### config.mk
export PLATFORM = sky130hd
export DESIGN_NAME = request_line_parser
export DESIGN_NICKNAME = d
export VERILOG_FILES = /design/src/hw/rtl/rlp_pkg.sv /design/src/hw/rtl/rlp_in_stage.sv /design/src/hw/rtl/rlp_parser.sv /design/src/hw/rtl/rlp_out_stage.sv /design/src/hw/rtl/request_line_parser.sv
export SDC_FILE = /design/constraint.sdc
export NUM_CORES = 1
export LEC_CHECK = 0
export ABC_AREA = 1
export BUFFER_PORTS_ARGS = -buffer_cell sky130_fd_sc_hd__buf_4
export CAP_MARGIN = 0
export CORE_MARGIN = 2
export CORE_UTILIZATION = 25
export DETAILED_ROUTE_END_ITERATION = 8
export GPL_ROUTABILITY_DRIVEN = 0
export GPL_TIMING_DRIVEN = 0
export PLACE_DENSITY = 0.47
export REMOVE_ABC_BUFFERS = 1
export SETUP_SLACK_MARGIN = 0.02
export SLEW_MARGIN = 20
export SYNTH_ARGS = -nofsm -noshare
export SYNTH_HDL_FRONTEND = slang
export SYNTH_SLANG_ARGS = --single-unit
### constraint.sdc
create_clock -name clk -period 4.3 [get_ports clk]
set_input_delay 0.86 -clock clk [delete_from_list [all_inputs] [get_ports clk]]
set_output_delay 0.86 -clock clk [all_outputs]
set_load 0.02 [all_outputs]
### src/hw/rtl/rlp_pkg.sv
// Package for the request line parser: item and result types, phase and
// status codes, keyword tables and byte class helpers.
// Used by every module of the block; depends on nothing.
`default_nettype none
package rlp_pkg;

	localparam int MAX_WORD_LEN = 12;
	localparam int NUM_KW = 5;
	localparam int KW_SLOTS = 16;

	localparam logic [3:0] MAX_WORD_LEN_W = 4'(MAX_WORD_LEN);

	typedef enum logic [5:0] {
		PH_LEAD  = 6'b000001,
		PH_ID    = 6'b000010,
		PH_GAP   = 6'b000100,
		PH_WORD  = 6'b001000,
		PH_TRAIL = 6'b010000,
		PH_DONE  = 6'b100000
	} phase_t;

	typedef enum logic [2:0] {
		ST_OK      = 3'd0,
		ST_BAD_ID  = 3'd1,
		ST_MISSING = 3'd2,
		ST_EXTRA   = 3'd3,
		ST_UNKNOWN = 3'd4
	} status_t;

	typedef struct packed {
		logic [7:0] char_byte;
		logic       line_end;
	} item_t;

	typedef struct packed {
		logic [2:0]  status;
		logic [31:0] request_id;
		logic [2:0]  command;
	} result_t;

	// Keyword text, zero padded to 16 bytes; byte i sits at [(15-i)*8 +: 8].
	localparam logic [KW_SLOTS*8-1:0] KW_HELLO   = {"hello", {11{8'h00}}};
	localparam logic [KW_SLOTS*8-1:0] KW_VERSION = {"version", {9{8'h00}}};
	localparam logic [KW_SLOTS*8-1:0] KW_CAPS    = {"capabilities", {4{8'h00}}};
	localparam logic [KW_SLOTS*8-1:0] KW_PING    = {"ping", {12{8'h00}}};
	localparam logic [KW_SLOTS*8-1:0] KW_QUIT    = {"quit-client", {5{8'h00}}};

	localparam logic [NUM_KW-1:0][KW_SLOTS*8-1:0] KW_TEXT =
		{KW_QUIT, KW_PING, KW_CAPS, KW_VERSION, KW_HELLO};
	localparam logic [NUM_KW-1:0][3:0] KW_LEN = {4'd11, 4'd4, 4'd12, 4'd7, 4'd5};

	localparam logic [7:0] CH_NUL   = 8'h00;
	localparam logic [7:0] CH_TAB   = 8'h09;
	localparam logic [7:0] CH_LF    = 8'h0A;
	localparam logic [7:0] CH_CR    = 8'h0D;
	localparam logic [7:0] CH_SPACE = 8'h20;
	localparam logic [7:0] CH_ZERO  = 8'h30;
	localparam logic [7:0] CH_NINE  = 8'h39;

	function automatic logic is_blank(input logic [7:0] c);
		return (c == CH_SPACE) || (c == CH_TAB);
	endfunction

	function automatic logic is_term(input logic [7:0] c);
		return (c == CH_NUL) || (c == CH_CR) || (c == CH_LF);
	endfunction

	function automatic logic is_digit(input logic [7:0] c);
		return (c >= CH_ZERO) && (c <= CH_NINE);
	endfunction

endpackage
`default_nettype wire

### src/hw/rtl/rlp_in_stage.sv
// Input register of the request line parser: holds one byte item until the
// parser takes it. Depends on rlp_pkg for the item type.
`default_nettype none
module rlp_in_stage (
	input  wire logic          clk,
	input  wire logic          arst_n,
	input  wire logic          in_valid,
	output logic               in_stall,
	input  wire rlp_pkg::item_t in_item,
	input  wire logic          advance,
	output logic               valid_s1,
	output rlp_pkg::item_t     item_s1
);

	assign in_stall = valid_s1 && !advance;

	always_ff @(posedge clk or negedge arst_n) begin
		if (!arst_n) begin
			valid_s1 <= 1'b0;
		end else if (!in_stall) begin
			valid_s1 <= in_valid;
		end
	end

	always_ff @(posedge clk) begin
		if (in_valid && !in_stall) begin
			item_s1 <= in_item;
		end
	end

endmodule
`default_nettype wire

### src/hw/rtl/rlp_parser.sv
// Parse state of the request line parser and the per-byte next-state logic,
// including the result of a line on its last byte. Depends on rlp_pkg.
`default_nettype none
module rlp_parser (
	input  wire logic           clk,
	input  wire logic           arst_n,
	input  wire logic           take,
	input  wire rlp_pkg::item_t item,
	output rlp_pkg::result_t    result
);

	rlp_pkg::phase_t phase_q, phase_n;
	logic [31:0] acc_q, acc_n;
	logic        ovf_q, ovf_n;
	logic [3:0]  wl_q, wl_n;
	logic [rlp_pkg::NUM_KW-1:0] hits_q, hits_n;
	logic [2:0]  perr_q, perr_n;

	logic [7:0]  c;
	logic [35:0] prod;
	logic [rlp_pkg::NUM_KW-1:0] hits_word;
	logic [3:0]  wl_word;
	logic        match_cur, match_nxt;
	logic [2:0]  code_nxt;
	logic [2:0]  fin_status;

	assign c = item.char_byte;

	// acc * 10 + digit, with the top nibble showing overflow.
	assign prod = {1'b0, acc_q, 3'b000} + {3'b000, acc_q, 1'b0} + {32'd0, c[3:0]};

	// Keyword hits after one more word byte.
	always_comb begin
		hits_word = hits_q;
		wl_word = wl_q;
		if (wl_q >= rlp_pkg::MAX_WORD_LEN_W || wl_q == 4'd15) begin
			hits_word = '0;
		end else begin
			for (int k = 0; k < rlp_pkg::NUM_KW; k++) begin
				if (wl_q >= rlp_pkg::KW_LEN[k] ||
				    rlp_pkg::KW_TEXT[k][{~wl_q, 3'b000} +: 8] != c) begin
					hits_word[k] = 1'b0;
				end
			end
			wl_word = wl_q + 4'd1;
		end
	end

	always_comb begin
		match_cur = 1'b0;
		for (int k = 0; k < rlp_pkg::NUM_KW; k++) begin
			if (hits_q[k] && wl_q == rlp_pkg::KW_LEN[k] &&
			    rlp_pkg::KW_LEN[k] <= rlp_pkg::MAX_WORD_LEN_W) begin
				match_cur = 1'b1;
			end
		end
	end

	// Lowest keyword index wins.
	always_comb begin
		match_nxt = 1'b0;
		code_nxt = '0;
		for (int k = rlp_pkg::NUM_KW - 1; k >= 0; k--) begin
			if (hits_n[k] && wl_n == rlp_pkg::KW_LEN[k] &&
			    rlp_pkg::KW_LEN[k] <= rlp_pkg::MAX_WORD_LEN_W) begin
				match_nxt = 1'b1;
				code_nxt = 3'(k);
			end
		end
	end

	always_comb begin
		phase_n = phase_q;
		acc_n = acc_q;
		ovf_n = ovf_q;
		wl_n = wl_q;
		hits_n = hits_q;
		perr_n = perr_q;
		if (phase_q != rlp_pkg::PH_DONE) begin
			if (rlp_pkg::is_term(c)) begin
				phase_n = rlp_pkg::PH_DONE;
				case (phase_q)
					rlp_pkg::PH_LEAD:  perr_n = rlp_pkg::ST_BAD_ID;
					rlp_pkg::PH_ID:    perr_n = ovf_q ? rlp_pkg::ST_BAD_ID
					                                  : rlp_pkg::ST_MISSING;
					rlp_pkg::PH_GAP:   perr_n = rlp_pkg::ST_MISSING;
					rlp_pkg::PH_WORD,
					rlp_pkg::PH_TRAIL: perr_n = match_cur ? rlp_pkg::ST_OK
					                                      : rlp_pkg::ST_UNKNOWN;
					default:           perr_n = perr_q;
				endcase
			end else begin
				case (phase_q)
					rlp_pkg::PH_LEAD: begin
						if (rlp_pkg::is_digit(c)) begin
							acc_n = {28'd0, c[3:0]};
							phase_n = rlp_pkg::PH_ID;
						end else if (!rlp_pkg::is_blank(c)) begin
							perr_n = rlp_pkg::ST_BAD_ID;
							phase_n = rlp_pkg::PH_DONE;
						end
					end
					rlp_pkg::PH_ID: begin
						if (rlp_pkg::is_digit(c)) begin
							acc_n = prod[31:0];
							if (prod[35:32] != 4'd0) begin
								ovf_n = 1'b1;
							end
						end else if (ovf_q) begin
							perr_n = rlp_pkg::ST_BAD_ID;
							phase_n = rlp_pkg::PH_DONE;
						end else if (rlp_pkg::is_blank(c)) begin
							phase_n = rlp_pkg::PH_GAP;
						end else begin
							perr_n = rlp_pkg::ST_MISSING;
							phase_n = rlp_pkg::PH_DONE;
						end
					end
					rlp_pkg::PH_GAP: begin
						if (!rlp_pkg::is_blank(c)) begin
							phase_n = rlp_pkg::PH_WORD;
							hits_n = hits_word;
							wl_n = wl_word;
						end
					end
					rlp_pkg::PH_WORD: begin
						if (rlp_pkg::is_blank(c)) begin
							phase_n = rlp_pkg::PH_TRAIL;
						end else begin
							hits_n = hits_word;
							wl_n = wl_word;
						end
					end
					rlp_pkg::PH_TRAIL: begin
						if (!rlp_pkg::is_blank(c)) begin
							perr_n = rlp_pkg::ST_EXTRA;
							phase_n = rlp_pkg::PH_DONE;
						end
					end
					default: begin
						phase_n = phase_q;
					end
				endcase
			end
		end
	end

	// The line ends after this byte: close whatever phase it left behind.
	always_comb begin
		case (phase_n)
			rlp_pkg::PH_LEAD:  fin_status = rlp_pkg::ST_BAD_ID;
			rlp_pkg::PH_ID:    fin_status = ovf_n ? rlp_pkg::ST_BAD_ID : rlp_pkg::ST_MISSING;
			rlp_pkg::PH_GAP:   fin_status = rlp_pkg::ST_MISSING;
			rlp_pkg::PH_WORD,
			rlp_pkg::PH_TRAIL: fin_status = match_nxt ? rlp_pkg::ST_OK : rlp_pkg::ST_UNKNOWN;
			default:           fin_status = perr_n;
		endcase
	end

	always_comb begin
		result.status = fin_status;
		result.request_id = (fin_status == rlp_pkg::ST_BAD_ID) ? 32'd0 : acc_n;
		result.command = (fin_status == rlp_pkg::ST_OK) ? code_nxt : 3'd0;
	end

	always_ff @(posedge clk or negedge arst_n) begin
		if (!arst_n) begin
			phase_q <= rlp_pkg::PH_LEAD;
			acc_q <= '0;
			ovf_q <= 1'b0;
			wl_q <= '0;
			hits_q <= '1;
			perr_q <= rlp_pkg::ST_OK;
		end else if (take) begin
			if (item.line_end) begin
				phase_q <= rlp_pkg::PH_LEAD;
				acc_q <= '0;
				ovf_q <= 1'b0;
				wl_q <= '0;
				hits_q <= '1;
				perr_q <= rlp_pkg::ST_OK;
			end else begin
				phase_q <= phase_n;
				acc_q <= acc_n;
				ovf_q <= ovf_n;
				wl_q <= wl_n;
				hits_q <= hits_n;
				perr_q <= perr_n;
			end
		end
	end

endmodule
`default_nettype wire

### src/hw/rtl/rlp_out_stage.sv
// Result register of the request line parser: holds one line result until
// the downstream side takes it. Depends on rlp_pkg for the result type.
`default_nettype none
module rlp_out_stage (
	input  wire logic             clk,
	input  wire logic             arst_n,
	input  wire logic             load,
	input  wire rlp_pkg::result_t load_result,
	output logic                  free,
	output logic                  out_valid,
	input  wire logic             out_stall,
	output rlp_pkg::result_t      out_result
);

	logic valid_q;
	rlp_pkg::result_t result_q;

	assign free = !valid_q || !out_stall;
	assign out_valid = valid_q;
	assign out_result = result_q;

	always_ff @(posedge clk or negedge arst_n) begin
		if (!arst_n) begin
			valid_q <= 1'b0;
		end else if (free) begin
			valid_q <= load;
		end
	end

	always_ff @(posedge clk) begin
		if (load) begin
			result_q <= load_result;
		end
	end

endmodule
`default_nettype wire

### src/hw/rtl/request_line_parser.sv
// Request line parser, one byte item per cycle while in_stall is low: the input
// register, the parse state, and the result register. Uses rlp_pkg,
// rlp_in_stage, rlp_parser and rlp_out_stage.
//
// The block takes one character per item and keeps up with one item every
// clock cycle unless a line_end item waits; the per-byte work is a phase
// update plus a multiply-by-ten accumulate, done between the input register
// and the parse state. The result of a line is computed from its line_end
// item in the input register and loaded into the result register, and only
// that item of a line gives one. Bytes that carry no result keep flowing
// while a result waits to be taken; a line_end item waits in the input register
// only while the previous result is still held by a stall on the output.
`default_nettype none
module request_line_parser (
	input  wire logic        clk,
	input  wire logic        arst_n,
	input  wire logic        in_valid,
	output logic             in_stall,
	input  wire logic [7:0]  char_byte,
	input  wire logic        line_end,
	output logic             out_valid,
	input  wire logic        out_stall,
	output logic [2:0]       status,
	output logic [31:0]      request_id,
	output logic [2:0]       command
);

	rlp_pkg::item_t   in_item, item_s1;
	rlp_pkg::result_t line_result, out_result;
	logic valid_s1, advance, out_free, load;

	assign in_item.char_byte = char_byte;
	assign in_item.line_end = line_end;

	// An item without a result never waits for the output side.
	assign advance = valid_s1 && (!item_s1.line_end || out_free);
	assign load = advance && item_s1.line_end;

	rlp_in_stage u_in (
		.clk      (clk),
		.arst_n   (arst_n),
		.in_valid (in_valid),
		.in_stall (in_stall),
		.in_item  (in_item),
		.advance  (advance),
		.valid_s1 (valid_s1),
		.item_s1  (item_s1)
	);

	rlp_parser u_parse (
		.clk    (clk),
		.arst_n (arst_n),
		.take   (advance),
		.item   (item_s1),
		.result (line_result)
	);

	rlp_out_stage u_out (
		.clk         (clk),
		.arst_n      (arst_n),
		.load        (load),
		.load_result (line_result),
		.free        (out_free),
		.out_valid   (out_valid),
		.out_stall   (out_stall),
		.out_result  (out_result)
	);

	assign status = out_result.status;
	assign request_id = out_result.request_id;
	assign command = out_result.command;

endmodule
`default_nettype wire
==> Yosys cells after proc, flatten, opt, wreduce, memory -nomap -nowiden <==
Index checks and enable logic that the tools add are counted.
{ "word_totals": {"ff_bits": 100, "latchBits": 0, "ram_bits": 0, "rom_bits": 0, "inputBits": 13, "out_inout_bits": 40, "word_cells": 174, "memories": 0} }
{ "classes": {"add_sub_neg": 3, "n_mul": 0, "div_mod_pow": 0, "n_lt_le_gt_ge": 7, "n_eq_ne": 32, "shift": 5, "muxes": 70, "bitwise": 2, "n_reduce_logical": 40} }
{ "op_table": {"columns": ["operator", "count"], "rows": [
  ["indexed part select 128 x 8 -> 8 bit, first input constant", 5],
  ["2-to-1 mux 32 bit", 5],
  ["one-hot mux 32 bit (2 select lines)", 1],
  ["2-to-1 mux 6 bit", 10],
  ["inequality test 8 bit", 5],
  ["adder 35 x 33 -> 36 bit", 1],
  ["adder 36 x 4 -> 36 bit", 1],
  ["2-to-1 mux 3 bit", 12],
  ["2-to-1 mux 5 bit", 6],
  ["one-hot mux 6 bit (5 select lines)", 1],
  ["equality test 4 x 3 -> 1 bit, second input constant", 6],
  ["equality test 8 x 4 -> 1 bit, second input constant", 3],
  ["2-to-1 mux 4 bit", 6],
  ["one-hot mux 3 bit (4 select lines)", 2],
  ["2-to-1 mux 1 bit", 22],
  ["equality test 4 bit, second input constant", 5],
  ["logical AND 1 bit", 15],
  ["equality test 6 x 1 -> 1 bit, second input constant", 2],
  ["equality test 6 x 2 -> 1 bit, second input constant", 2],
  ["equality test 6 x 3 -> 1 bit, second input constant", 2],
  ["equality test 6 x 4 -> 1 bit, second input constant", 2],
  ["equality test 6 x 5 -> 1 bit, second input constant", 2],
  ["greater-or-equal comparator 4 x 3 -> 1 bit, second input constant", 3],
  ["logical OR 1 bit", 11],
  ["other kinds (18)", 29]
]} }

==> Depth between registers and ports, before layout <==
{ "logic_depth": {"ltp_word": 21, "ltp_mapped": 25, "depth_no_buf": 24} }

==> Cells and area by module <==
A second synthesis with hierarchy kept.
{ "unflattened": {"hier_cells": 1198, "hier_area_um2": 8822.2} }
{ "by_module_without_submodules": {"columns": ["module", "instances", "cells_per_inst", "area_per_inst_um2", "seq_area_each_um2"], "rows": [
  ["rlp_parser", 1, 1135, 7287.0, 1283.7],
  ["rlp_out_stage", 1, 42, 1182.4, 1166.1],
  ["rlp_in_stage", 1, 16, 327.8, 295.3],
  ["request_line_parser", 1, 5, 25.0, 0.0]
]} }

==> Least setup slack after synthesis <==
OpenSTA, ideal clock, no wires.
{ "synth_path": {"kind": "register -> register", "startpoint": "reg u_in.item_s1[4] (netlist name)", "endpoint": "reg u_out.result_q, in the netlist u_out.out_result[5], data pin", "setup_time_ns": 0.265, "arrival_ns": 3.030, "t_required_ns": 4.035, "setup_slack_ns": 1.005, "path_stages_with_launch": 25, "n_path_buf": 2, "period_less_slack_ns": 3.295, "path_cell_list": "edfxtp_1 buf_4 inv_4 fa_1 inv_1 fa_1 nand2_1 nand2_1 nand3b_1 nand2_1 nand2_1 nand2_1 nand2_1 nand3_1 nand2_1 nor2_1 nand2_1 nand2_1 nand2_1 nand2_1 nand3_1 nand3_2 nor2_8 buf_6 nor2_2"} }
{ "synth_rtl": {"columns": ["element", "line", "rtl"], "rows": [
  ["end signal, assigned", "rlp_out_stage.sv:32", "result_q <= load_result;"],
  ["end, declared", "rlp_out_stage.sv:16", "rlp_pkg::result_t result_q;"]
]} }

==> Worst setup path after layout <==
{ "layout_path": {"startpoint": "reg u_in.item_s1[2] (netlist name)", "endpoint": "reg u_out.result_q, in the netlist u_out.out_result[6], data pin"} }
{ "layout_via": {"elab_chain_len": 17, "elab_cells_between_ends": 91, "classes_between": "add/sub: 1; order compare: 2; eq/ne: 20; mux: 51; reduce/logical: 17"} }
{ "layout_rtl": {"columns": ["element"], "rows": [
  ["parallel branches: the longest is 17 deep, another holds adder 36 x 4 -> 36 bit"]
]} }
Several ways; the timed one is not identified.
A chain may end at the register's enable or synchronous reset.

==> results.py <==
metrics = {
    "finish": {
        "area_delta_synth_final_pct": 14.9,
        "final_cell_mix": "nand2_1 (299), inv_1 (155), nor2_1 (126), ha_1 (79), o21ai_0 (72)",
        "fin_nets": 1303,
        "final_common_cell": "nand2_1",
        "finalNonFillerCells": 1656,
        "drive_above_1_share_pct": 12.6,
        "diodes": 0,
    },
    "global_routing": {
        "grt_pass1_vias": 7418,
        "antenna_found_initial": 0,
        "grt_max_degree": 54,
        "gr-total-overflow": 0,
        "grtUsageTotal_pct": 14.7,
        "grt_pass1_wl_mm": 39.6,
    },
    "timing": {
        "finalHoldViolations": 0,
        "tightestPinTransition_ns": 0.998,
        "fin_ws_ns": 0.379,
        "slew_viol_final": 0,
        "finalSetupViolCount": 0,
        "skew_ns": 0.00983,
        "fmax_mhz": 255,
        "timing.final.crit_share_pct": 91.2,
        "rsz0062_at_grt": "no",
        "fin_crit_ns": 3.92,
        "slew_headroom_pct": 33.3,
    },
    "clock_network": {
        "clockRootBuffer": "clkbuf_16",
        "ctsLongestPathBuffers": 2,
        "cts_sinks": 100,
        "cts_tree": "built",
        "ctsHoldBuffers": 0,
        "clock_latency_ns": 0.38,
        "clkTransAtPathRegs_ns": 0.08,
        "cts_made_buffers": 9,
        "cts_max_level": 3,
    },
    "routing": {
        "routed_wl_mm": 24.4,
        "drt_iter0_drc": 369,
        "vias": 7544,
        "vias_per_cell": 4.56,
        "drt_first_pass_iters": 5,
        "antenna_left": 0,
        "drcViolationCount": 0,
        "routedWlPerCell_um": 14.7,
    },
    "floorplan": {
        "core_region_area_sq_um": 32600,
        "ios": 53,
        "die_h_um": 186,
        "rows": 66,
        "die_w_um": 186,
        "start_util_pct": 25.4,
        "die_area_sq_um": 34600,
    },
    "critical_path": {
        "critPathRequiredTime_ns": 4.42,
        "arrival_ns": 4.04,
        "start_kind": "register",
        "worstSetupPathType": "register to register",
        "cp-startpoint": "u_in.item_s1[2]",
        "reg2reg_from": "u_in.item_s1[2]",
        "worstRegToRegCells": 13,
        "cp_max_fo": 23,
        "worst_setup_path_end_kind": "register",
        "reg2reg_slack_ns": 0.38,
    },
    "logic_synthesis": {
        "async_flop_share_pct": 53.0,
        "synth_flop_cell": "edfxtp_1",
        "synth_area_sq_um": 8290,
        "syn_inst": 1162,
        "synth.distinct_cells": 49,
        "synth-seq-area-share_pct": 33.1,
        "avgSynthCellArea_sq_um": 7.14,
        "yosysWarnings": 0,
        "ys_ff_latch": 100,
        "synth_edf_count": 47,
    },
    "run_status": {
        "outcome": "finished, final reports clean",
    },
    "place": {
        "dp_slack_ns": -0.0783,
        "placed_cells": 1632,
        "portBuffers": 52,
        "hpwl_mm": 18.1,
    },
    "worst_hold_path": {
        "worstHoldPathCells": 1,
        "hold_start": "u_parse.perr_q[0]",
        "hold_path.class": "register to register",
    },
    "job": {
        "maxCapViolations": 0,
    },
    "power": {
        "power_density_nw_per_um2": 389,
        "leakage_uw": 0.00474,
        "peakVddDrop_uv": 271,
    },
}
[flip-flops by register name, summed over array words and instances (netlist names)]
| signal | flops |
|---|---|
| u_in.item_s1 | 9 |
| u_in.valid_s1 | 1 |
| u_out.out_result | 38 |
| u_out.out_valid | 1 |
| u_parse.acc_q | 32 |
| u_parse.hits_q | 5 |
| u_parse.ovf_q | 1 |
| u_parse.perr_q | 3 |
| u_parse.phase_q | 6 |
| u_parse.wl_q | 4 |
[metrics by stage]
| step | cell area, sq um | hold WS [ns] | TNS [ns] | util [%] | total power (uW) |
|---|---|---|---|---|---|
| floorplan | 8150 | 0.467 | 0 | - | 2190 |
| global placement | 9090 | 0.493 | -65.36 | 27.9 | 2590 |
| detailed placement | 9150 | 0.490 | -0.940 | 28.0 | 2610 |
| CTS | 9480 | 0.515 | 0 | 29.1 | 3650 |
| global route | 9530 | 0.553 | 0 | 29.2 | 3990 |
| finish | 9530 | 0.514 | 0 | 29.2 | 3710 |
[cells in the mapped netlist (3+ instances only)]
| cell | n | area share (%) |
|---|---|---|
| inv_2 | 8 | 0.36 |
| nand3_1 | 63 | 3.8 |
| xor2_1 | 9 | 0.95 |
| nor3_1 | 8 | 0.48 |
| a31oi_1 | 3 | 0.23 |
| nand2_1 | 299 | 14 |
| or2_2 | 8 | 0.60 |
| a21oi_1 | 65 | 3.9 |
| buf_2 | 7 | 0.42 |
| inv_1 | 157 | 7.1 |
| nor2_1 | 128 | 5.8 |
| ha_1 | 79 | 12 |
| buf_4 | 3 | 0.27 |
| a22oi_1 | 5 | 0.45 |
| and3_1 | 3 | 0.23 |
| nand2_2 | 7 | 0.53 |
| nand2_4 | 4 | 0.54 |
| dfrtp_1 | 47 | 14 |
| xnor2_1 | 5 | 0.53 |
| nand4_1 | 19 | 1.4 |
| nand3_2 | 3 | 0.36 |
| o21ai_0 | 72 | 4.3 |
| clkbuf_1 | 12 | 0.54 |
| nor2_2 | 27 | 2.0 |
| o22ai_1 | 32 | 2.4 |
| buf_6 | 4 | 0.54 |
| edfxtp_1 | 47 | 17 |
| o211ai_1 | 4 | 0.36 |
| dfstp_2 | 6 | 1.9 |
[worst max-delay path, stage by stage (launching register included)]
cell and delay [ns]:
edfxtp_1 0.62, inv_2 0.17, nand4_1 0.11, nand3_1 0.15, nand2_1 0.39, nand2_2 0.18, nor2_1 0.17, inv_1 0.09
nor2_4 0.53, clkinv_1 0.50, nor2_1 0.30, a21oi_1 0.07, o22ai_1 0.32, nor2_2 0.07
[cell type report]
cell class / instances / area (sq um)
Timing Repair Buffer: 61 / 503
Fill cell: 3587 / 23100
Sequential cell: 100 / 2750
Clock buffer: 9 / 225
Multi-Input combinational cell: 868 / 4790
Inverter: 169 / 641
Clock inverter: 7 / 70.1
Tap cell: 442 / 553
[worst paths after layout]
path	to
max	u_out.out_result[6]
max in group asynchronous	u_parse.wl_q[3]
min in group asynchronous	u_parse.acc_q[14]
min	u_parse.perr_q[0]
max reg2reg	u_out.out_result[6]
min reg2reg	u_parse.perr_q[0]
[per-layer routing]
| layer | vias to the layer above | track usage [%] | wire [um] | part of all wire (%) |
|---|---|---|---|---|
| li1 | 3913 | - | - | - |
| met1 | 3455 | 19.4 | 11700 | 48 |
| met2 | 144 | 24.3 | 11200 | 46 |
| met3 | 32 | 2.73 | 935 | 3.8 |
| met4 | 0 | 4.66 | 502 | 2.1 |
| met5 | - | 0 | 0 | 0 |
[where the power goes]
part	leakage [uW]	internal, uW	total (uW)	switching, uW
Clock	0.000141	409	847	439
Combinational	0.00343	556	1700	1150
Sequential	0.00117	1090	1160	72.7
[what timing repair did]
| action | 4_1_cts | 5_1_grt |
|---|---|---|
| cloned | 1 | 0 |
| pin swaps | 1 | 1 |
| endpoints found under the setup margin | 32 | 34 |
| resized for setup | 0 | 2 |
| buffers inserted | 3 | 4 |
[kinds of logic (layout without fill, tap and decap cells)]
| group | Yosys count | count (layout) | synth area share [%] |
|---|---|---|---|
| xor+xnor | 14 | 14 | 1.48 |
| buf+inv | 195 | 246 | 9.49 |
| flops | 100 | 100 | 33.1 |
| simple gates | 576 | 577 | 30.3 |
| fa+ha+maj | 81 | 81 | 12.4 |
| compound gates | 196 | 196 | 13.2 |
Note: power is estimated with default switching activity, not from simulation.
